<file path="src/rotation_matrix_to_quaternion_defines.svh">
// assertion macros for the rotation matrix to quaternion converter
`ifndef ROTATION_MATRIX_TO_QUATERNION_DEFINES_SVH
`define ROTATION_MATRIX_TO_QUATERNION_DEFINES_SVH

// same-cycle implication, off while reset is high
`define RMQ_ASSERT_NOW(lbl, clk, rst, ante, cons, msg) \
   lbl: assert property (@(posedge clk) disable iff (rst) (ante) |-> (cons)) \
      else $error(msg);

// next-cycle implication, off while reset is high
`define RMQ_ASSERT_NEXT(lbl, clk, rst, ante, cons, msg) \
   lbl: assert property (@(posedge clk) disable iff (rst) (ante) |=> (cons)) \
      else $error(msg);

`endif

</file>
<file path="src/rmq_pkg.sv">
// shared constants, types, step functions and lane saturation of the quaternion converter
package rmq_pkg;

   localparam int DATA_W       = 32;
   localparam int FRAC_BITS    = 30;
   localparam int NUM_W        = DATA_W + 1;
   localparam int SUM_W        = DATA_W + 2;
   localparam int ARG_W        = DATA_W + 3;
   localparam int RAD_W        = ((DATA_W + FRAC_BITS + 2) / 2) * 2;
   localparam int ROOT_W       = RAD_W / 2;
   localparam int REM_W        = ROOT_W + 3;
   localparam int DEN_W        = ROOT_W + 1;
   localparam int OV_SHIFT     = DATA_W - FRAC_BITS;
   localparam int CMP_W        = DEN_W + DATA_W;
   localparam int SQ_PER_STAGE = 4;
   localparam int SQ_STAGES    = (ROOT_W + SQ_PER_STAGE - 1) / SQ_PER_STAGE;
   localparam int DV_PER_STAGE = 4;
   localparam int DV_STAGES    = (DATA_W + DV_PER_STAGE - 1) / DV_PER_STAGE;
   localparam int LANES        = 3;
   localparam int MAT_W        = 9 * DATA_W;
   localparam int IN_W         = ((MAT_W + 7) / 8) * 8;
   localparam int QUAT_W       = 4 * DATA_W;
   localparam int OUT_W        = ((QUAT_W + 7) / 8) * 8;
   localparam int USER_W       = 3;

   localparam logic signed [ARG_W-1:0] ONE_ARG =
      {{(ARG_W - FRAC_BITS - 1){1'b0}}, 1'b1, {FRAC_BITS{1'b0}}};
   localparam logic [DATA_W-1:0] SAT_MAX = {1'b0, {(DATA_W - 1){1'b1}}};
   localparam logic [DATA_W-1:0] SAT_MIN = {1'b1, {(DATA_W - 1){1'b0}}};

   typedef enum logic [1:0] {BR_TRACE, BR_M00, BR_M11, BR_M22} br_type;

   typedef logic signed [DATA_W-1:0] elem_type;

   // m00 sits in the lowest bits
   typedef struct packed {
      elem_type m22;
      elem_type m21;
      elem_type m20;
      elem_type m12;
      elem_type m11;
      elem_type m10;
      elem_type m02;
      elem_type m01;
      elem_type m00;
   } mat_type;

   // numerators in w, x, y, z order with the quarter component left out
   typedef struct packed {
      br_type                       br;
      logic                         bad;
      logic [LANES-1:0][NUM_W-1:0]  num;
   } side_type;

   typedef struct packed {
      side_type          side;
      logic [RAD_W-1:0]  rad;
   } front_type;

   typedef struct packed {
      side_type           side;
      logic [ROOT_W-1:0]  root;
   } root_type;

   typedef struct packed {
      logic [REM_W-1:0]   rem;
      logic [ROOT_W-1:0]  root;
      logic [RAD_W-1:0]   rad;
   } sq_state_type;

   typedef struct packed {
      logic [DEN_W-1:0]   rem;
      logic [DATA_W-1:0]  quo;
      logic [DATA_W-1:0]  bits;
   } dv_state_type;

   typedef struct packed {
      logic          neg;
      logic          ovf;
      dv_state_type  st;
   } lane_type;

   typedef struct packed {
      br_type                   br;
      logic                     degen;
      logic [ROOT_W-1:0]        root;
      logic [DEN_W-1:0]         den;
      lane_type [LANES-1:0]     lane;
   } quo_type;

   // one digit of the restoring square root
   function automatic sq_state_type sq_step(input sq_state_type cur);
      sq_state_type      nxt;
      logic [REM_W-1:0]  rem_sh;
      logic [REM_W-1:0]  trial;
      rem_sh   = {cur.rem[REM_W-3:0], cur.rad[RAD_W-1 -: 2]};
      trial    = REM_W'({cur.root, 2'b01});
      nxt.rad  = cur.rad << 2;
      if (rem_sh >= trial) begin
         nxt.rem  = rem_sh - trial;
         nxt.root = {cur.root[ROOT_W-2:0], 1'b1};
      end else begin
         nxt.rem  = rem_sh;
         nxt.root = {cur.root[ROOT_W-2:0], 1'b0};
      end
      return nxt;
   endfunction

   // one quotient bit of the restoring divider
   function automatic dv_state_type dv_step(input dv_state_type cur,
                                            input logic [DEN_W-1:0] den);
      dv_state_type    nxt;
      logic [DEN_W:0]  t;
      logic [DEN_W:0]  d;
      t        = {cur.rem, cur.bits[DATA_W-1]};
      d        = {1'b0, den};
      nxt.bits = cur.bits << 1;
      if (t >= d) begin
         nxt.rem = DEN_W'(t - d);
         nxt.quo = {cur.quo[DATA_W-2:0], 1'b1};
      end else begin
         nxt.rem = t[DEN_W-1:0];
         nxt.quo = {cur.quo[DATA_W-2:0], 1'b0};
      end
      return nxt;
   endfunction

   // signed, saturated value of one quotient lane
   function automatic logic [DATA_W-1:0] sat_lane(input lane_type ln);
      logic [DATA_W-1:0] v;
      if (ln.ovf) begin
         v = ln.neg ? SAT_MIN : SAT_MAX;
      end else if (!ln.neg) begin
         v = ln.st.quo[DATA_W-1] ? SAT_MAX : ln.st.quo;
      end else if (ln.st.quo > SAT_MIN) begin
         v = SAT_MIN;
      end else begin
         v = ~ln.st.quo + 1'b1;
      end
      return v;
   endfunction

endpackage

</file>
<file path="src/rmq_sqrt.sv">
// pipelined integer square root, SQ_PER_STAGE digits per stage
module rmq_sqrt (
   input  logic                clock,
   input  logic                reset,
   input  logic                adv,
   input  logic                in_valid,
   input  rmq_pkg::front_type  in_data,
   output logic                out_valid,
   output rmq_pkg::root_type   out_data
);
   import rmq_pkg::*;

   logic          vld_ff [SQ_STAGES];
   logic          vld_src [SQ_STAGES];
   sq_state_type  st_ff [SQ_STAGES];
   sq_state_type  st_in [SQ_STAGES];
   sq_state_type  st_src [SQ_STAGES];
   side_type      sd_ff [SQ_STAGES];
   side_type      sd_src [SQ_STAGES];

   for (genvar i = 0; i < SQ_STAGES; i++) begin : g_stage
      if (i == 0) begin : g_first
         assign vld_src[i]     = in_valid;
         assign sd_src[i]      = in_data.side;
         assign st_src[i].rem  = '0;
         assign st_src[i].root = '0;
         assign st_src[i].rad  = in_data.rad;
      end else begin : g_next
         assign vld_src[i] = vld_ff[i-1];
         assign sd_src[i]  = sd_ff[i-1];
         assign st_src[i]  = st_ff[i-1];
      end

      always_comb begin
         st_in[i] = st_src[i];
         for (int j = 0; j < SQ_PER_STAGE; j++) begin
            if (i * SQ_PER_STAGE + j < ROOT_W) begin
               st_in[i] = sq_step(st_in[i]);
            end
         end
      end

      always_ff @(posedge clock) begin
         if (reset) begin
            vld_ff[i] <= 1'b0;
         end else if (adv) begin
            vld_ff[i] <= vld_src[i];
         end
      end

      always_ff @(posedge clock) begin
         if (adv) begin
            st_ff[i] <= st_in[i];
            sd_ff[i] <= sd_src[i];
         end
      end
   end

   assign out_valid     = vld_ff[SQ_STAGES-1];
   assign out_data.side = sd_ff[SQ_STAGES-1];
   assign out_data.root = st_ff[SQ_STAGES-1].root;

endmodule

</file>
<file path="config.mk">
export PLATFORM = sky130hd
export DESIGN_NAME = rmq_sqrt
export DESIGN_NICKNAME = d
export VERILOG_FILES = /design/src/rotation_matrix_to_quaternion_defines.svh /design/src/rmq_pkg.sv /design/src/rmq_sqrt.sv
export SDC_FILE = /design/constraint.sdc
export NUM_CORES = 2
export LEC_CHECK = 0
export BUFFER_PORTS_ARGS = -buffer_cell sky130_fd_sc_hd__buf_2
export CORE_AREA = 2 2 477 385
export DETAILED_ROUTE_END_ITERATION = 10
export DIE_AREA = 0 0 479 387
export GPL_TIMING_DRIVEN = 0
export HOLD_SLACK_MARGIN = 0.05
export PLACE_DENSITY = 0.71
export SYNTH_ARGS = -nofsm -noshare
export SYNTH_HDL_FRONTEND = slang
export SYNTH_SLANG_ARGS = --single-unit
</file>
<file path="constraint.sdc">
create_clock -name clock -period 14.55 [get_ports clock]
set_input_delay 0.7275 -clock clock [delete_from_list [all_inputs] [get_ports clock]]
set_output_delay 0.7275 -clock clock [all_outputs]
set_load 0.01 [all_outputs]
</file>
# --- After elaboration in Yosys (flattened, before gate mapping) ---
# Memories as Yosys holds them, arrays and structs flattened.
# Index checks and enable logic that the tools add are counted.
totals:
  ramBits: 1808
  n_memories: 3
  inputBits: 170
  mem_bits_ro: 0
  elab_cells: 121
  ff_bits: 0
  latch_bits: 0
classes:
  n_lt_le_gt_ge: 32
  multipliers: 0
  n_bitwise: 8
  eq_ne: 0
  n_addsub: 32
  div: 0
  shifts: 0
  n_mux: 46
  reduce_logical: 0
mem_list:
  columns: ["memory", "words", "width", "rd", "rd_ports_with_merged_regs", "wr", "line", "rtl"]
  rows:
  - ["st_ff", 8, 123, 8, 0, 8, "rmq_sqrt.sv:15", "sq_state_type st_ff [SQ_STAGES];"]
  - ["sd_ff", 8, 102, 8, 0, 8, "rmq_sqrt.sv:18", "side_type sd_ff [SQ_STAGES];"]
  - ["vld_ff", 8, 1, 8, 0, 8, "rmq_sqrt.sv:13", "logic vld_ff [SQ_STAGES];"]
ops:
  columns: ["op", "count"]
  rows:
  - ["65-bit 2-to-1 mux", 24]
  - ["35-bit by 34-bit greater-or-equal comparator with 1-bit output", 31]
  - ["33-bit subtractor", 23]
  - ["67-bit 2-to-1 mux", 8]
  - ["35-bit by 34-bit subtractor with 35-bit output", 8]
  - ["1-bit 2-to-1 mux", 14]
  - ["1-bit bitwise OR", 8]
  - ["2-bit by 1-bit subtractor with 3-bit output, second input constant", 1]
  - ["2-bit by 1-bit greater-or-equal comparator with 1-bit output, second input constant", 1]

# --- Logic depth before layout (Yosys ltp) ---
# An unclocked memory read counts as a cell.
depth:
  word_depth: 9
  depth_mapped: 68
  mapped_depth_nobuf: 63

# --- Least setup slack after synthesis ---
# OpenSTA, ideal clock, no wires.
synth_timing:
  kind: "register -> register"
  start: "memory st_ff[1][199] (netlist name)"
  end: "memory st_ff[1][353] (netlist name), data pin"
  path_buffers: 12
  path_stages_with_launch: 64
  path_slack_ns: 1.628
  synth_period_minus_slack_ns: 12.922
  t_arrival_ns: 12.653
  cell_sequence: "edfxtp_1 > inv_1 > ha_1 > clkbuf_1 > nand3_1 > nor4_1 > nand3_1 > a211o_1 > nand2_1 > inv_1 > clkbuf_1 > buf_1 > nand2_1 > o21ai_0 > ha_1 > clkbuf_1 > and4_1 > and4_1 > [28 not listed] > o21ai_0 > nand2_1 > a21oi_1 > nor2b_1 > o21ai_0 > nand2b_1 > a21oi_1 > nand2_1 > a21oi_1 > o31ai_1 > o21a_1 > a21oi_1 > o21bai_1 > a211o_1 > nor2_1 > clkbuf_1 > clkbuf_1 > o21ai_0"
synth_rtl:
  columns: ["element", "line"]
  rows:
  - ["from (decl)", "rmq_sqrt.sv:15"]

==> out/qor.yml <==
detailed_routing:
  drt-total-wl_um: 258500
  remaining_drc_errors: 3
  detailroute.via_count: 70451
  firstDrtPassIters: 9
  detail-route-antenna-nets: 0
  drt_iter0_markers: 7228
  detail_route.vias_per_cell: 5.983
  wire_per_inst_um: 21.95
sta:
  achievable-frequency_mhz: 71.11
  finalCritPeriodShare_pct: 96.65
  fin_crit_ns: 14.06
  finClkSkew_ns: 0.05323
  max_slew_margin_pct: 15.66
  final_hold_viol_count: 0
  setup_violations: 0
  maxSlewViolCount: 0
  post_layout_worst_setup_margin_ns: 0.4871
  worst_pin_slew_ns: 1.249
die:
  dieWidth_um: 479
  die_outline_area_um2: 185400
  row_count: 140
  floorplan.initialDensity_pct: 49.75
  die_h_um: 387
  core-area_um2: 180600
  ioPinCount: 305
clock_network:
  clkTransAtPathRegs_ns: 0.06
  clk_root_buffer_cell: "sky130_fd_sc_hd__clkbuf_16"
  htree_num_levels: 4
  cts.path.max_buffers: 3
  clock_insertion_delay_worst_skew_ns: 0.80
  tritoncts_clock_tree: "yes"
  cts-buffers-inserted: 144
  clock-sinks: 1423
synthesis:
  synth_async_sr_flop_share_pct: 0
  syn_area_um2: 89850
  ys_seq_area_share_pct: 47.56
  postSynth.topFlopCell: "sky130_fd_sc_hd__edfxtp_1"
  synth_enable_flop_cells: 1423
  post_synth_inst_count: 8653
  post_synthesis_cell_type_count: 118
  synth-warning-count: 0
  post_synth.cell_area_avg_um2: 10.38
  synth-seq-cells: 1423
worst_setup_path:
  critical-path-max-stage-delay_ns: 0.71
  worst_setup_path_startpoint: "st_ff[0][183]"
  crit_path_max_fanout: 10
  r2r_cells: 49
  crit_arrival_ns: 14.57
  r2r_end: "st_ff[0][354]"
  cp_slowest_cell: "sky130_fd_sc_hd__a211oi_2"
  worst_path_most_repeated_cell: "sky130_fd_sc_hd__a21oi_1"
  crit_path_end_kind: "flop"
  startpoint_type: "flop"
  crit_required_ns: 15.06
  worstSetupPathType: "flop to flop"
  ff_to_ff_start: "st_ff[0][183]"
  worstSetupEndpoint: "st_ff[0][354]"
  r2r_setup_slack_ns: 0.49
pwr:
  netSwitchingPower_w: 0.01216
  power_density_nw_per_um2: 256.7
  leakagePower_nw: 39.58
  internal_power_w: 0.01394
  pwr-share-clk_pct: 14.4
  vdd_ir_max_v: 0.0002227
  power.share.sequential_pct: 21.8
  comb_power_share_pct: 63.8
  totalPowerFinal_w: 0.02610
  p_sw_share_pct: 46.59
placement:
  detailed_place_hpwl_um: 200700
  place_congestion: 0.9742
  port_buffers: 303
  preCtsSetupSlack_ns: -3.544
final_layout:
  utilization_pct: 56.32
  layout-drive-gt1-share_pct: 12.85
  syn2layout_area_growth_pct: 13.19
  final_common_cell: "sky130_fd_sc_hd__edfxtp_1"
  num-nets-final: 9970
  most_frequent_cells_in_the_layout: "sky130_fd_sc_hd__edfxtp_1, sky130_fd_sc_hd__nand2_1, sky130_fd_sc_hd__a21oi_1"
global_route:
  grt_use_total_pct: 26.91
  globalRouteOverflowTotal: 0
  maximum_number_of_pins_on_one_net_before_global_route_repair: 202
  global_route_wire_length_before_repair_um: 389400
  first_global_vias: 65217
  antenna_violations_before_repair: 4
hold_path:
  hold_class: "input port to flop"
  holdCritStartpoint: "in_data[20]"
  whs_path_depth: 1
status:
  failing_checks: "design-rule violations"
  status: "complete, but fails checks"
job:
  drv_cap: 0
[cell usage after synthesis (all sizes together) (41+ instances only)]
library cell	count	area (um^2)
or2	74	463.0
o21a	93	698.2
a211oi	78	610.6
nor3b	49	394.1
nor2	612	2300
xnor2	466	4089
inv	365	1370
buf	191	1282
o21bai	97	728.2
or4	41	311.6
a31oi	83	519.3
nand4	135	850.8
and2	73	456.7
nor2b	82	513.0
and3	82	513.0
nor3	188	965.9
nand2b	91	569.3
nand3	211	1074
nor4	96	661.9
xor2	263	2303
a21o	330	2477
o21ai	499	2501
ha	560	7007
clkbuf	195	733.2
o31ai	62	465.5
o211ai	47	352.8
edfxtp	1423	42730
a21oi	695	3478
or3	78	493.0
nand2	728	2735
mux2	85	957.2
[through the flow]
stage               TNS, ns  cells  hold WS [ns]  instance area [um^2]
floorplan                 0   8656        0.4003                 89870
global placement          -  11373        0.4002                 94400
detailed placement  -303.45  11381        0.4045                 94640
CTS                       0  11750       0.05042                100900
global route        -0.6924  11774       0.06219                101700
finish                    0  11776        0.1120                101700
[power groups by stage]
| stage | Combinational [W] | Clock, W | Sequential, W |
|---|---|---|---|
| after floorplan | 0.0119 | 0 | 0.00563 |
| after global placement | 0.0158 | 0 | 0.00593 |
| after detailed placement | 0.0159 | 0 | 0.00577 |
| after CTS | 0.0162 | 0.00385 | 0.00569 |
| after global routing | 0.0183 | 0.00400 | 0.00574 |
| final | 0.0167 | 0.00375 | 0.00570 |
[cells by family (layout without fill, tap and decap cells)]
logic type,after synthesis,in the layout,share of synthesized area (%)
and+or+nand+nor,2685,2685,15.16
AOI/OAI and AO/OA,2377,2377,17.10
DFF,1423,1423,47.56
buffers and inverters,756,1460,3.789
xor gates and xnor gates,729,729,7.114
adders and majority gates,561,561,7.809
muxes,121,121,1.466
other,1,6,0.004173
[registers in the layout, indices dropped and copies added, names as in the netlist]
name and flops:
vld_ff 8, sd_ff 816, st_ff 599
[final cells by class]
cell class	instances	area, um^2
diodes	2	5.005
plain buffers	368	2096
clock buffers	168	3715
clock inverters	98	1121
fillers	15433	78890
inverters	370	1454
multi-input cells	6477	44480
flip-flops and latches	1423	42730
well taps	2414	3020
repair buffers	456	3080
[worst min-delay path by stage]
stage | endpoint | slack [ns]
final | st_ff[0][20] | 0.11
after global routing | sd_ff[0][19] | 0.06
after CTS | sd_ff[0][19] | 0.05
after detailed placement | sd_ff[0][109] | 0.40
after global placement | sd_ff[1][347] | 0.40
after floorplan | sd_ff[0][102] | 0.40
[what timing repair did]
item / in CTS / in global routing
hold buffers: 97 / 0
pin swaps: 4 / 18
setup buffers: 13 / 34
hold endpoints to repair: 97 / 0
resized for setup: 133 / 183
setup endpoints to repair: 205 / 205
[layer usage]
metal	global-route usage (%)	up-vias	part of all wire, %
met5	0	-	0
met2	40.45	2469	43
li1	-	33598	-
met1	40.66	34066	47
met4	5.718	0	2.0
met3	4.524	318	7.2
[critical path, delay by kind of cell (launching register included)]
| family | cells | cell delay, ns |
|---|---|---|
| flops | 1 | 0.54 |
| compound gates | 15 | 4.54 |
| buf+inv | 10 | 2.52 |
| xor+xnor | 1 | 0.41 |
| mux | 1 | 0.24 |
| simple gates | 18 | 3.97 |
| fa+ha+maj | 4 | 1.54 |
No activity file was read; power rests on OpenSTA's default activity.
