File: src/rotation_matrix_to_quaternion_defines.svh
// assertion macros for the rotation matrix to quaternion converter
`ifndef ROTATION_MATRIX_TO_QUATERNION_DEFINES_SVH
`define ROTATION_MATRIX_TO_QUATERNION_DEFINES_SVH

// same-cycle implication, off while reset is high
`define RMQ_ASSERT_NOW(lbl, clk, rst, ante, cons, msg) \
   lbl: assert property (@(posedge clk) disable iff (rst) (ante) |-> (cons)) \
      else $error(msg);

// next-cycle implication, off while reset is high
`define RMQ_ASSERT_NEXT(lbl, clk, rst, ante, cons, msg) \
   lbl: assert property (@(posedge clk) disable iff (rst) (ante) |=> (cons)) \
      else $error(msg);

`endif

File: src/rmq_pkg.sv
// shared constants, types, step functions and lane saturation of the quaternion converter
package rmq_pkg;

   localparam int DATA_W       = 32;
   localparam int FRAC_BITS    = 30;
   localparam int NUM_W        = DATA_W + 1;
   localparam int SUM_W        = DATA_W + 2;
   localparam int ARG_W        = DATA_W + 3;
   localparam int RAD_W        = ((DATA_W + FRAC_BITS + 2) / 2) * 2;
   localparam int ROOT_W       = RAD_W / 2;
   localparam int REM_W        = ROOT_W + 3;
   localparam int DEN_W        = ROOT_W + 1;
   localparam int OV_SHIFT     = DATA_W - FRAC_BITS;
   localparam int CMP_W        = DEN_W + DATA_W;
   localparam int SQ_PER_STAGE = 4;
   localparam int SQ_STAGES    = (ROOT_W + SQ_PER_STAGE - 1) / SQ_PER_STAGE;
   localparam int DV_PER_STAGE = 4;
   localparam int DV_STAGES    = (DATA_W + DV_PER_STAGE - 1) / DV_PER_STAGE;
   localparam int LANES        = 3;
   localparam int MAT_W        = 9 * DATA_W;
   localparam int IN_W         = ((MAT_W + 7) / 8) * 8;
   localparam int QUAT_W       = 4 * DATA_W;
   localparam int OUT_W        = ((QUAT_W + 7) / 8) * 8;
   localparam int USER_W       = 3;

   localparam logic signed [ARG_W-1:0] ONE_ARG =
      {{(ARG_W - FRAC_BITS - 1){1'b0}}, 1'b1, {FRAC_BITS{1'b0}}};
   localparam logic [DATA_W-1:0] SAT_MAX = {1'b0, {(DATA_W - 1){1'b1}}};
   localparam logic [DATA_W-1:0] SAT_MIN = {1'b1, {(DATA_W - 1){1'b0}}};

   typedef enum logic [1:0] {BR_TRACE, BR_M00, BR_M11, BR_M22} br_type;

   typedef logic signed [DATA_W-1:0] elem_type;

   // m00 sits in the lowest bits
   typedef struct packed {
      elem_type m22;
      elem_type m21;
      elem_type m20;
      elem_type m12;
      elem_type m11;
      elem_type m10;
      elem_type m02;
      elem_type m01;
      elem_type m00;
   } mat_type;

   // numerators in w, x, y, z order with the quarter component left out
   typedef struct packed {
      br_type                       br;
      logic                         bad;
      logic [LANES-1:0][NUM_W-1:0]  num;
   } side_type;

   typedef struct packed {
      side_type          side;
      logic [RAD_W-1:0]  rad;
   } front_type;

   typedef struct packed {
      side_type           side;
      logic [ROOT_W-1:0]  root;
   } root_type;

   typedef struct packed {
      logic [REM_W-1:0]   rem;
      logic [ROOT_W-1:0]  root;
      logic [RAD_W-1:0]   rad;
   } sq_state_type;

   typedef struct packed {
      logic [DEN_W-1:0]   rem;
      logic [DATA_W-1:0]  quo;
      logic [DATA_W-1:0]  bits;
   } dv_state_type;

   typedef struct packed {
      logic          neg;
      logic          ovf;
      dv_state_type  st;
   } lane_type;

   typedef struct packed {
      br_type                   br;
      logic                     degen;
      logic [ROOT_W-1:0]        root;
      logic [DEN_W-1:0]         den;
      lane_type [LANES-1:0]     lane;
   } quo_type;

   // one digit of the restoring square root
   function automatic sq_state_type sq_step(input sq_state_type cur);
      sq_state_type      nxt;
      logic [REM_W-1:0]  rem_sh;
      logic [REM_W-1:0]  trial;
      rem_sh   = {cur.rem[REM_W-3:0], cur.rad[RAD_W-1 -: 2]};
      trial    = REM_W'({cur.root, 2'b01});
      nxt.rad  = cur.rad << 2;
      if (rem_sh >= trial) begin
         nxt.rem  = rem_sh - trial;
         nxt.root = {cur.root[ROOT_W-2:0], 1'b1};
      end else begin
         nxt.rem  = rem_sh;
         nxt.root = {cur.root[ROOT_W-2:0], 1'b0};
      end
      return nxt;
   endfunction

   // one quotient bit of the restoring divider
   function automatic dv_state_type dv_step(input dv_state_type cur,
                                            input logic [DEN_W-1:0] den);
      dv_state_type    nxt;
      logic [DEN_W:0]  t;
      logic [DEN_W:0]  d;
      t        = {cur.rem, cur.bits[DATA_W-1]};
      d        = {1'b0, den};
      nxt.bits = cur.bits << 1;
      if (t >= d) begin
         nxt.rem = DEN_W'(t - d);
         nxt.quo = {cur.quo[DATA_W-2:0], 1'b1};
      end else begin
         nxt.rem = t[DEN_W-1:0];
         nxt.quo = {cur.quo[DATA_W-2:0], 1'b0};
      end
      return nxt;
   endfunction

   // signed, saturated value of one quotient lane
   function automatic logic [DATA_W-1:0] sat_lane(input lane_type ln);
      logic [DATA_W-1:0] v;
      if (ln.ovf) begin
         v = ln.neg ? SAT_MIN : SAT_MAX;
      end else if (!ln.neg) begin
         v = ln.st.quo[DATA_W-1] ? SAT_MAX : ln.st.quo;
      end else if (ln.st.quo > SAT_MIN) begin
         v = SAT_MIN;
      end else begin
         v = ~ln.st.quo + 1'b1;
      end
      return v;
   endfunction

endpackage

File: src/rmq_front.sv
// front end: trace, branch pick, root argument and numerators
module rmq_front (
   input  logic                clock,
   input  logic                reset,
   input  logic                adv,
   input  logic                in_valid,
   input  rmq_pkg::mat_type    in_mat,
   output logic                out_valid,
   output rmq_pkg::front_type  out_data
);
   import rmq_pkg::*;

   logic                     vld0_ff;
   logic                     vld1_ff;
   mat_type                  mat_ff;
   br_type                   br_ff;
   br_type                   br_in;
   logic signed [SUM_W-1:0]  tr_ff;
   logic signed [SUM_W-1:0]  tr_in;
   front_type                data_ff;
   front_type                data_in;

   logic signed [ARG_W-1:0]  a_x, e_x, k_x, arg;
   logic signed [NUM_W-1:0]  b_x, c_x, d_x, f_x, g_x, h_x;
   logic signed [NUM_W-1:0]  hf, cg, db, bd, cgs, fh;

   always_comb begin
      tr_in = SUM_W'(in_mat.m00) + SUM_W'(in_mat.m11) + SUM_W'(in_mat.m22);
      if (tr_in > 0) begin
         br_in = BR_TRACE;
      end else if (in_mat.m00 > in_mat.m11 && in_mat.m00 > in_mat.m22) begin
         br_in = BR_M00;
      end else if (in_mat.m11 > in_mat.m22) begin
         br_in = BR_M11;
      end else begin
         br_in = BR_M22;
      end
   end

   always_comb begin
      a_x = ARG_W'(mat_ff.m00);
      e_x = ARG_W'(mat_ff.m11);
      k_x = ARG_W'(mat_ff.m22);
      b_x = NUM_W'(mat_ff.m01);
      c_x = NUM_W'(mat_ff.m02);
      d_x = NUM_W'(mat_ff.m10);
      f_x = NUM_W'(mat_ff.m12);
      g_x = NUM_W'(mat_ff.m20);
      h_x = NUM_W'(mat_ff.m21);
      hf  = h_x - f_x;
      cg  = c_x - g_x;
      db  = d_x - b_x;
      bd  = b_x + d_x;
      cgs = c_x + g_x;
      fh  = f_x + h_x;
      data_in.side.br = br_ff;
      case (br_ff)
         BR_TRACE: begin
            arg = ARG_W'(tr_ff) + ONE_ARG;
            data_in.side.num[0] = hf;
            data_in.side.num[1] = cg;
            data_in.side.num[2] = db;
         end
         BR_M00: begin
            arg = ONE_ARG + a_x - e_x - k_x;
            data_in.side.num[0] = hf;
            data_in.side.num[1] = bd;
            data_in.side.num[2] = cgs;
         end
         BR_M11: begin
            arg = ONE_ARG + e_x - a_x - k_x;
            data_in.side.num[0] = cg;
            data_in.side.num[1] = bd;
            data_in.side.num[2] = fh;
         end
         default: begin
            arg = ONE_ARG + k_x - a_x - e_x;
            data_in.side.num[0] = db;
            data_in.side.num[1] = cgs;
            data_in.side.num[2] = fh;
         end
      endcase
      data_in.side.bad = (arg <= 0);
      // argument scaled up by the fraction bits so the root keeps the format
      data_in.rad = data_in.side.bad ? '0 :
                    (RAD_W'(arg[DATA_W:0]) << FRAC_BITS);
   end

   always_ff @(posedge clock) begin
      if (reset) begin
         vld0_ff <= 1'b0;
         vld1_ff <= 1'b0;
      end else if (adv) begin
         vld0_ff <= in_valid;
         vld1_ff <= vld0_ff;
      end
   end

   always_ff @(posedge clock) begin
      if (adv) begin
         mat_ff  <= in_mat;
         br_ff   <= br_in;
         tr_ff   <= tr_in;
         data_ff <= data_in;
      end
   end

   assign out_valid = vld1_ff;
   assign out_data  = data_ff;

endmodule

File: config.mk
export PLATFORM = sky130hd
export DESIGN_NAME = rmq_front
export DESIGN_NICKNAME = d
export VERILOG_FILES = /design/src/rotation_matrix_to_quaternion_defines.svh /design/src/rmq_pkg.sv /design/src/rmq_front.sv
export SDC_FILE = /design/constraint.sdc
export NUM_CORES = 2
export LEC_CHECK = 0
export BUFFER_PORTS_ARGS = -buffer_cell sky130_fd_sc_hd__clkbuf_2
export CAP_MARGIN = 20
export CELL_PAD_IN_SITES_DETAIL_PLACEMENT = 1
export CELL_PAD_IN_SITES_GLOBAL_PLACEMENT = 1
export CORE_MARGIN = 3
export CORE_UTILIZATION = 29
export CTS_CLUSTER_SIZE = 16
export DETAILED_ROUTE_END_ITERATION = 7
export HOLD_SLACK_MARGIN = 0.05
export PLACE_DENSITY = 0.58
export SYNTH_ARGS = -nofsm -noshare
export SYNTH_HDL_FRONTEND = slang
export SYNTH_SLANG_ARGS = --single-unit
File: constraint.sdc
create_clock -name clock -period 4.4 [get_ports clock]
set_clock_uncertainty 0.15 [all_clocks]
set_input_delay 0.88 -clock clock [delete_from_list [all_inputs] [get_ports clock]]
set_output_delay 0.88 -clock clock [all_outputs]
set_load 0.005 [all_outputs]
After elaboration in Yosys (flattened, before gate mapping)

Cells that the tools add are included.

Reductions and logical operators: 3
Muxes and demuxes: 4
Order comparisons: 5
Add/subtract/negate cells: 18
Eq/ne operators: 2

Operators with widths:

| cell                                                 | count |
|---|---|
| one-hot mux 99 bit (3 select lines)                  | 1 |
| adder 32 x 32 -> 33 bit                              | 4 |
| one-hot mux 35 bit (3 select lines)                  | 1 |
| subtractor 34 x 32 -> 35 bit                         | 3 |
| subtractor 33 x 32 -> 34 bit                         | 3 |
| adder 32 x 32 -> 33 bit, first input constant        | 3 |
| subtractor 32 x 32 -> 33 bit                         | 3 |
| > comparator 32 bit                                  | 3 |
| adder 34 x 32 -> 35 bit, second input constant       | 1 |
| <= comparator 35 x 1 -> 1 bit, second input constant | 1 |
| adder 33 x 32 -> 34 bit                              | 1 |
| > comparator 34 x 1 -> 1 bit, second input constant  | 1 |
| equality test 2 x 1 -> 1 bit, second input constant  | 1 |
| equality test 2 bit, second input constant           | 1 |
| zero test 2 bit                                      | 1 |
| two-way mux 1 bit                                    | 2 |
| OR reduction 2 bit                                   | 1 |
| logical AND 1 bit                                    | 1 |

Input bits: 292
Bits in registers: 492

Longest topological paths before layout

Depth in word-level cells: 5
Depth in mapped cells: 20
Mapped depth without buffers: 19

Worst setup path after synthesis

No wires, ideal clock.

Path type: flip-flop to flip-flop
From: reg mat_ff (netlist bit a_x[2])
To: reg data_ff (netlist bit out_data[163]), data pin
Path slack: -390 ps
Arrival time: 4460 ps
Setup time: 180 ps
Stages on the path, launching flop included: 20
Required time: 4070 ps
Buffers on the path: 0
Cell sequence: edfxtp_1 > inv_1 > fa_1 > inv_1 > ha_1 > ha_1 > inv_1 > fa_1 > nand2b_1 > a21oi_1 > o211a_1 > o21ai_0 > nand2_1 > mux2_2 > a2111o_1 > nor4_1 > nand4_1 > nor4_1 > nand4_1 > a221oi_1

RTL lines:

| element                | line             | text |
|---|---|---|
| start, declared        | rmq_front.sv:15  | `mat_type mat_ff;` |
| start signal, assigned | rmq_front.sv:101 | `mat_ff <= in_mat;` |
| end signal, assigned   | rmq_front.sv:104 | `data_ff <= data_in;` |
| end, declared          | rmq_front.sv:20  | `front_type data_ff;` |

==> reports/qor.log <==
qor: global_route.gr-usage-all-layers 0.2114
qor: cts.numClockSinks 461
qor: cts.ctsLongestPathBuffers 3
qor: cts.root_buffer clkbuf_16
qor: global_route.grt_overflow_total 0
qor: logic_synthesis.synth-main-ff-cell edfxtp_1
qor: logic_synthesis.syn_area_per_cell 9.510 um2
qor: cts.cts_htree_levels 2
qor: global_route.grt_antenna_before_repair 19
qor: sta.clock.fmax 201.4 MHz
qor: floorplan.design.portCount 459
qor: logic_synthesis.yosysUniqueCellTypes 88
qor: cts.tritoncts yes
qor: setup_path.timing.rr.start k_x[2]$_DFFE_PP_
qor: finish.layout_commonest_cell buf_4
qor: finish.drive_gt1_frac 0.2833
qor: floorplan.num_rows 137
qor: setup_path.reg2reg_slack -570 ps
qor: sta.max_slew_violation_total_from_the_final_report 0
qor: setup_path.number_of_logic_stages_on_the_critical_path_including_buffering 21
qor: drt.avgViaCountPerCell 4.959
qor: drt.dr.pass1.iters 7
qor: placed_design.dp_slack -1085 ps
qor: setup_path.path_buf_inv 5
qor: cts.number_of_buffers_added_by_the_clock_tree_synthesis_step 55
qor: setup_path.end_kind flip-flop
qor: cts.worstSkewPairLatency 670 ps
qor: drt.detailedRoute.firstIterationViolations 2,059
qor: sta.timing.final.crit_period 4966 ps
qor: sta.postLayoutSetupSlackWorst -565.6 ps
qor: logic_synthesis.synth_cells 4,322
qor: drt.routedWlPerCell 21.50 um
qor: setup_path.r2r.worst_path.cells 21
qor: setup_path.worst_setup_path_startpoint k_x[2]$_DFFE_PP_
qor: drt.remaining_drc_errors 0
qor: drt.totalWireLength 159,100 um
qor: setup_path.worst_ep_required_time 4670 ps
qor: sta.grt_setup_unrepaired yes
qor: setup_path.critical_path.top_delay_family compound AO/OA/AOI/OAI gates
qor: logic_synthesis.synthArstFlopShare 0
qor: global_route.first_global_vias 39.15k
qor: logic_synthesis.synth-warning-count 0
qor: logic_synthesis.yosys_register_bits 461
qor: logic_synthesis.synth_enable_flop_cells 459
qor: pwr.power_per_standard_cell_area 474.1 nW/um2
qor: placed_design.routability_congestion_estimate_from_global_placement 0.9384
qor: outcome.run_status finished, violations left
qor: global_route.grt_max_degree 121
qor: floorplan.starting_density_of_the_core 0.2935
qor: setup_path.cp_data_arrival_time 5240 ps
qor: min_path.hp-class input pin to flip-flop
qor: floorplan.dieArea 146,300 um2
qor: finish.final_net_count 6,411
qor: flow_run.max_cap_viol_count 0
qor: setup_path.worstPathCellList fa_1 > inv_2 > buf_6 > ha_4 > ha_4 > inv_2 > fa_2 > nand2b_4 > a21oi_4 > o211a_4 > o21ai_1 > buf_4 > a21oi_1 > buf_4 > nor4bb_1 > a41o_1 > mux4_2 > o211ai_1 > nor4_2 > nand4_1 > a221oi_2
qor: global_route.grt_first_pass_wirelength 236,800 um
qor: placed_design.portBuffers 427
qor: setup_path.worstPathMaxFanout 4
qor: sta.finalHoldViolations 0
qor: setup_path.critPathMaxStageDelay 580 ps
qor: sta.finalSetupTns -10,260 ps
qor: logic_synthesis.synth-seq-area-share 0.3363
qor: finish.area_delta_synth_final 32.03%
qor: floorplan.chipHeight 382.5 um
qor: drt.routed_vias 36.69k
qor: sta.timing.final.crit_share 1.129
qor: outcome.failed_checks negative setup slack
qor: logic_synthesis.synthesis.area 41,100 um2
qor: cts.cts_hold_buf 0
qor: setup_path.worst_setup_path_endpoint out_data[163]$_DFFE_PP_
qor: pwr.vdd_ir_drop_max 0.0003529 V
qor: floorplan.core_region_area 140,000 um2
qor: sta.setup_viol 36
qor: sta.worst_slew_margin_rel 0.3956
qor: drt.ant_nets 0
qor: setup_path.crit_path_top_delay_cell fa_1
qor: finish.most-common-layout-cells 786 x buf_4, 522 x inv_1, 496 x ha_1
qor: setup_path.timing.critical_path.from_type flip-flop
qor: sta.worst_pin_slew 906.7 ps
qor: floorplan.floorplan.die.width 382.5 um
qor: placed_design.post-dp-hpwl 131,600 um
qor: setup_path.critical_path_class flip-flop to flip-flop
qor: setup_path.reg2reg_to out_data[163]$_DFFE_PP_
qor: cts.clk_pin_slew 70 ps
qor: pwr.static-leakage-power 24.89 nW
==> where the power goes <==
group	internal (mW)	switching, mW	total, mW
clock network	2.88	2.12	5.00
registers	5.79	0.486	6.27
logic	6.57	7.89	14.5
==> state kept, by name (all words and copies together) (netlist names) <==
| signal | count |
|---|---|
| k_x | 32 |
| d_x | 32 |
| out_data | 135 |
| g_x | 32 |
| tr_ff | 34 |
| e_x | 32 |
| c_x | 32 |
| f_x | 32 |
| out_valid | 1 |
| vld0_ff | 1 |
| a_x | 32 |
| h_x | 32 |
| b_x | 32 |
| br_ff | 2 |
==> final cells by class <==
cell class | instances | area (um2)
Clock buffer | 61 | 1399
Inverter | 538 | 2023
Antenna cell | 9 | 22.52
Multi-Input combinational cell | 3175 | 25650
Tap cell | 1876 | 2347
Sequential cell | 461 | 13820
Fill cell | 16210 | 85780
Timing Repair Buffer | 1237 | 8431
Clock inverter | 42 | 566.8
==> routing by layer <==
layer | share of wire | global-route usage | up-vias
li1 | - | - | 17730
met5 | 0.00067 | 0 | -
met2 | 0.45 | 0.3473 | 738
met1 | 0.46 | 0.2830 | 18010
met3 | 0.056 | 0.03988 | 194
met4 | 0.030 | 0.05948 | 16
==> metrics by stage <==
stage,hold WS [ps],area (um2),total power [mW],util,std cells
floorplan,274.4,41260,13.26,-,4352
global placement,328.0,50950,19.53,0.3638,7258
detailed placement,344.2,50950,19.75,0.3638,7258
CTS,156.4,53600,25.49,0.3828,7376
global route,180.1,54240,27.50,0.3873,7390
finish,230.9,54270,25.73,0.3875,7399
==> worst register-to-register path, stage by stage, from the launching register on <==
cell	delay (ps)
edfxtp_1	420
fa_1	580
inv_2	60
buf_6	130
ha_4	270
ha_4	130
inv_2	40
fa_2	330
nand2b_4	170
a21oi_4	180
o211a_4	210
o21ai_1	120
buf_4	180
a21oi_1	250
buf_4	170
nor4bb_1	40
a41o_1	220
mux4_2	520
o211ai_1	310
nor4_2	90
nand4_1	120
a221oi_2	60
==> what timing repair did <==
item                                    in CTS  in global routing
pin swaps                                   43                 73
buffers inserted                            17                 17
endpoints found under the setup margin      48                 52
gates cloned                                 0                  0
resized for setup                          131                123
==> kinds of logic after synthesis <==
family,after synthesis,synth area share
AO/OA/AOI/OAI,1207,0.1896
XOR/XNOR,212,0.04518
adder cells (fa/ha/maj),651,0.2234
buffers and inverters,716,0.06846
flip-flops,461,0.3363
multiplexers,61,0.01668
other,1,0.00009124
AND/OR/NAND/NOR,1013,0.1203
==> how the worst min path moves through the flow <==
stage | from | end | cells after the start
final | in_mat[49] | b_x[17]$_DFFE_PP_ | 1
after global routing | in_mat[183] | f_x[23]$_DFFE_PP_ | 1
after CTS | in_mat[183] | f_x[23]$_DFFE_PP_ | 1
after detailed placement | out_valid$_SDFFE_PP0P_ | out_valid$_SDFFE_PP0P_ | 2
after global placement | vld0_ff$_SDFFE_PP0P_ | vld0_ff$_SDFFE_PP0P_ | 2
after floorplan | br_ff[1]$_SDFFCE_PP0P_ | out_data[165]$_DFFE_PP_ | 0
==> synth_stat cells, types with 15 or more instances <==
master | number | share of area
a2111oi_0 | 15 | 0.0032
a211o_1 | 17 | 0.0036
a211oi_1 | 70 | 0.013
a21boi_0 | 17 | 0.0031
a21o_1 | 101 | 0.018
a21oi_1 | 383 | 0.047
a221oi_1 | 15 | 0.0032
a31oi_1 | 48 | 0.0073
and2_1 | 18 | 0.0027
and3_1 | 32 | 0.0049
buf_1 | 15 | 0.0014
buf_4 | 32 | 0.0058
clkbuf_1 | 126 | 0.012
edfxtp_1 | 459 | 0.34
fa_1 | 138 | 0.067
ha_1 | 513 | 0.16
inv_1 | 535 | 0.049
mux2i_1 | 46 | 0.011
nand2_1 | 193 | 0.018
nand2b_1 | 51 | 0.0078
nand3_1 | 62 | 0.0075
nand4_1 | 49 | 0.0075
nor2_1 | 341 | 0.031
nor2b_1 | 47 | 0.0072
nor3_1 | 89 | 0.011
nor4_1 | 21 | 0.0032
o211ai_1 | 33 | 0.0060
o21a_1 | 55 | 0.010
o21ai_0 | 207 | 0.025
o21bai_1 | 60 | 0.011
o22ai_1 | 17 | 0.0026
o31ai_1 | 23 | 0.0042
or3_1 | 38 | 0.0058
xnor2_1 | 161 | 0.034
xor2_1 | 51 | 0.011
(Power assumes the default switching activity.)
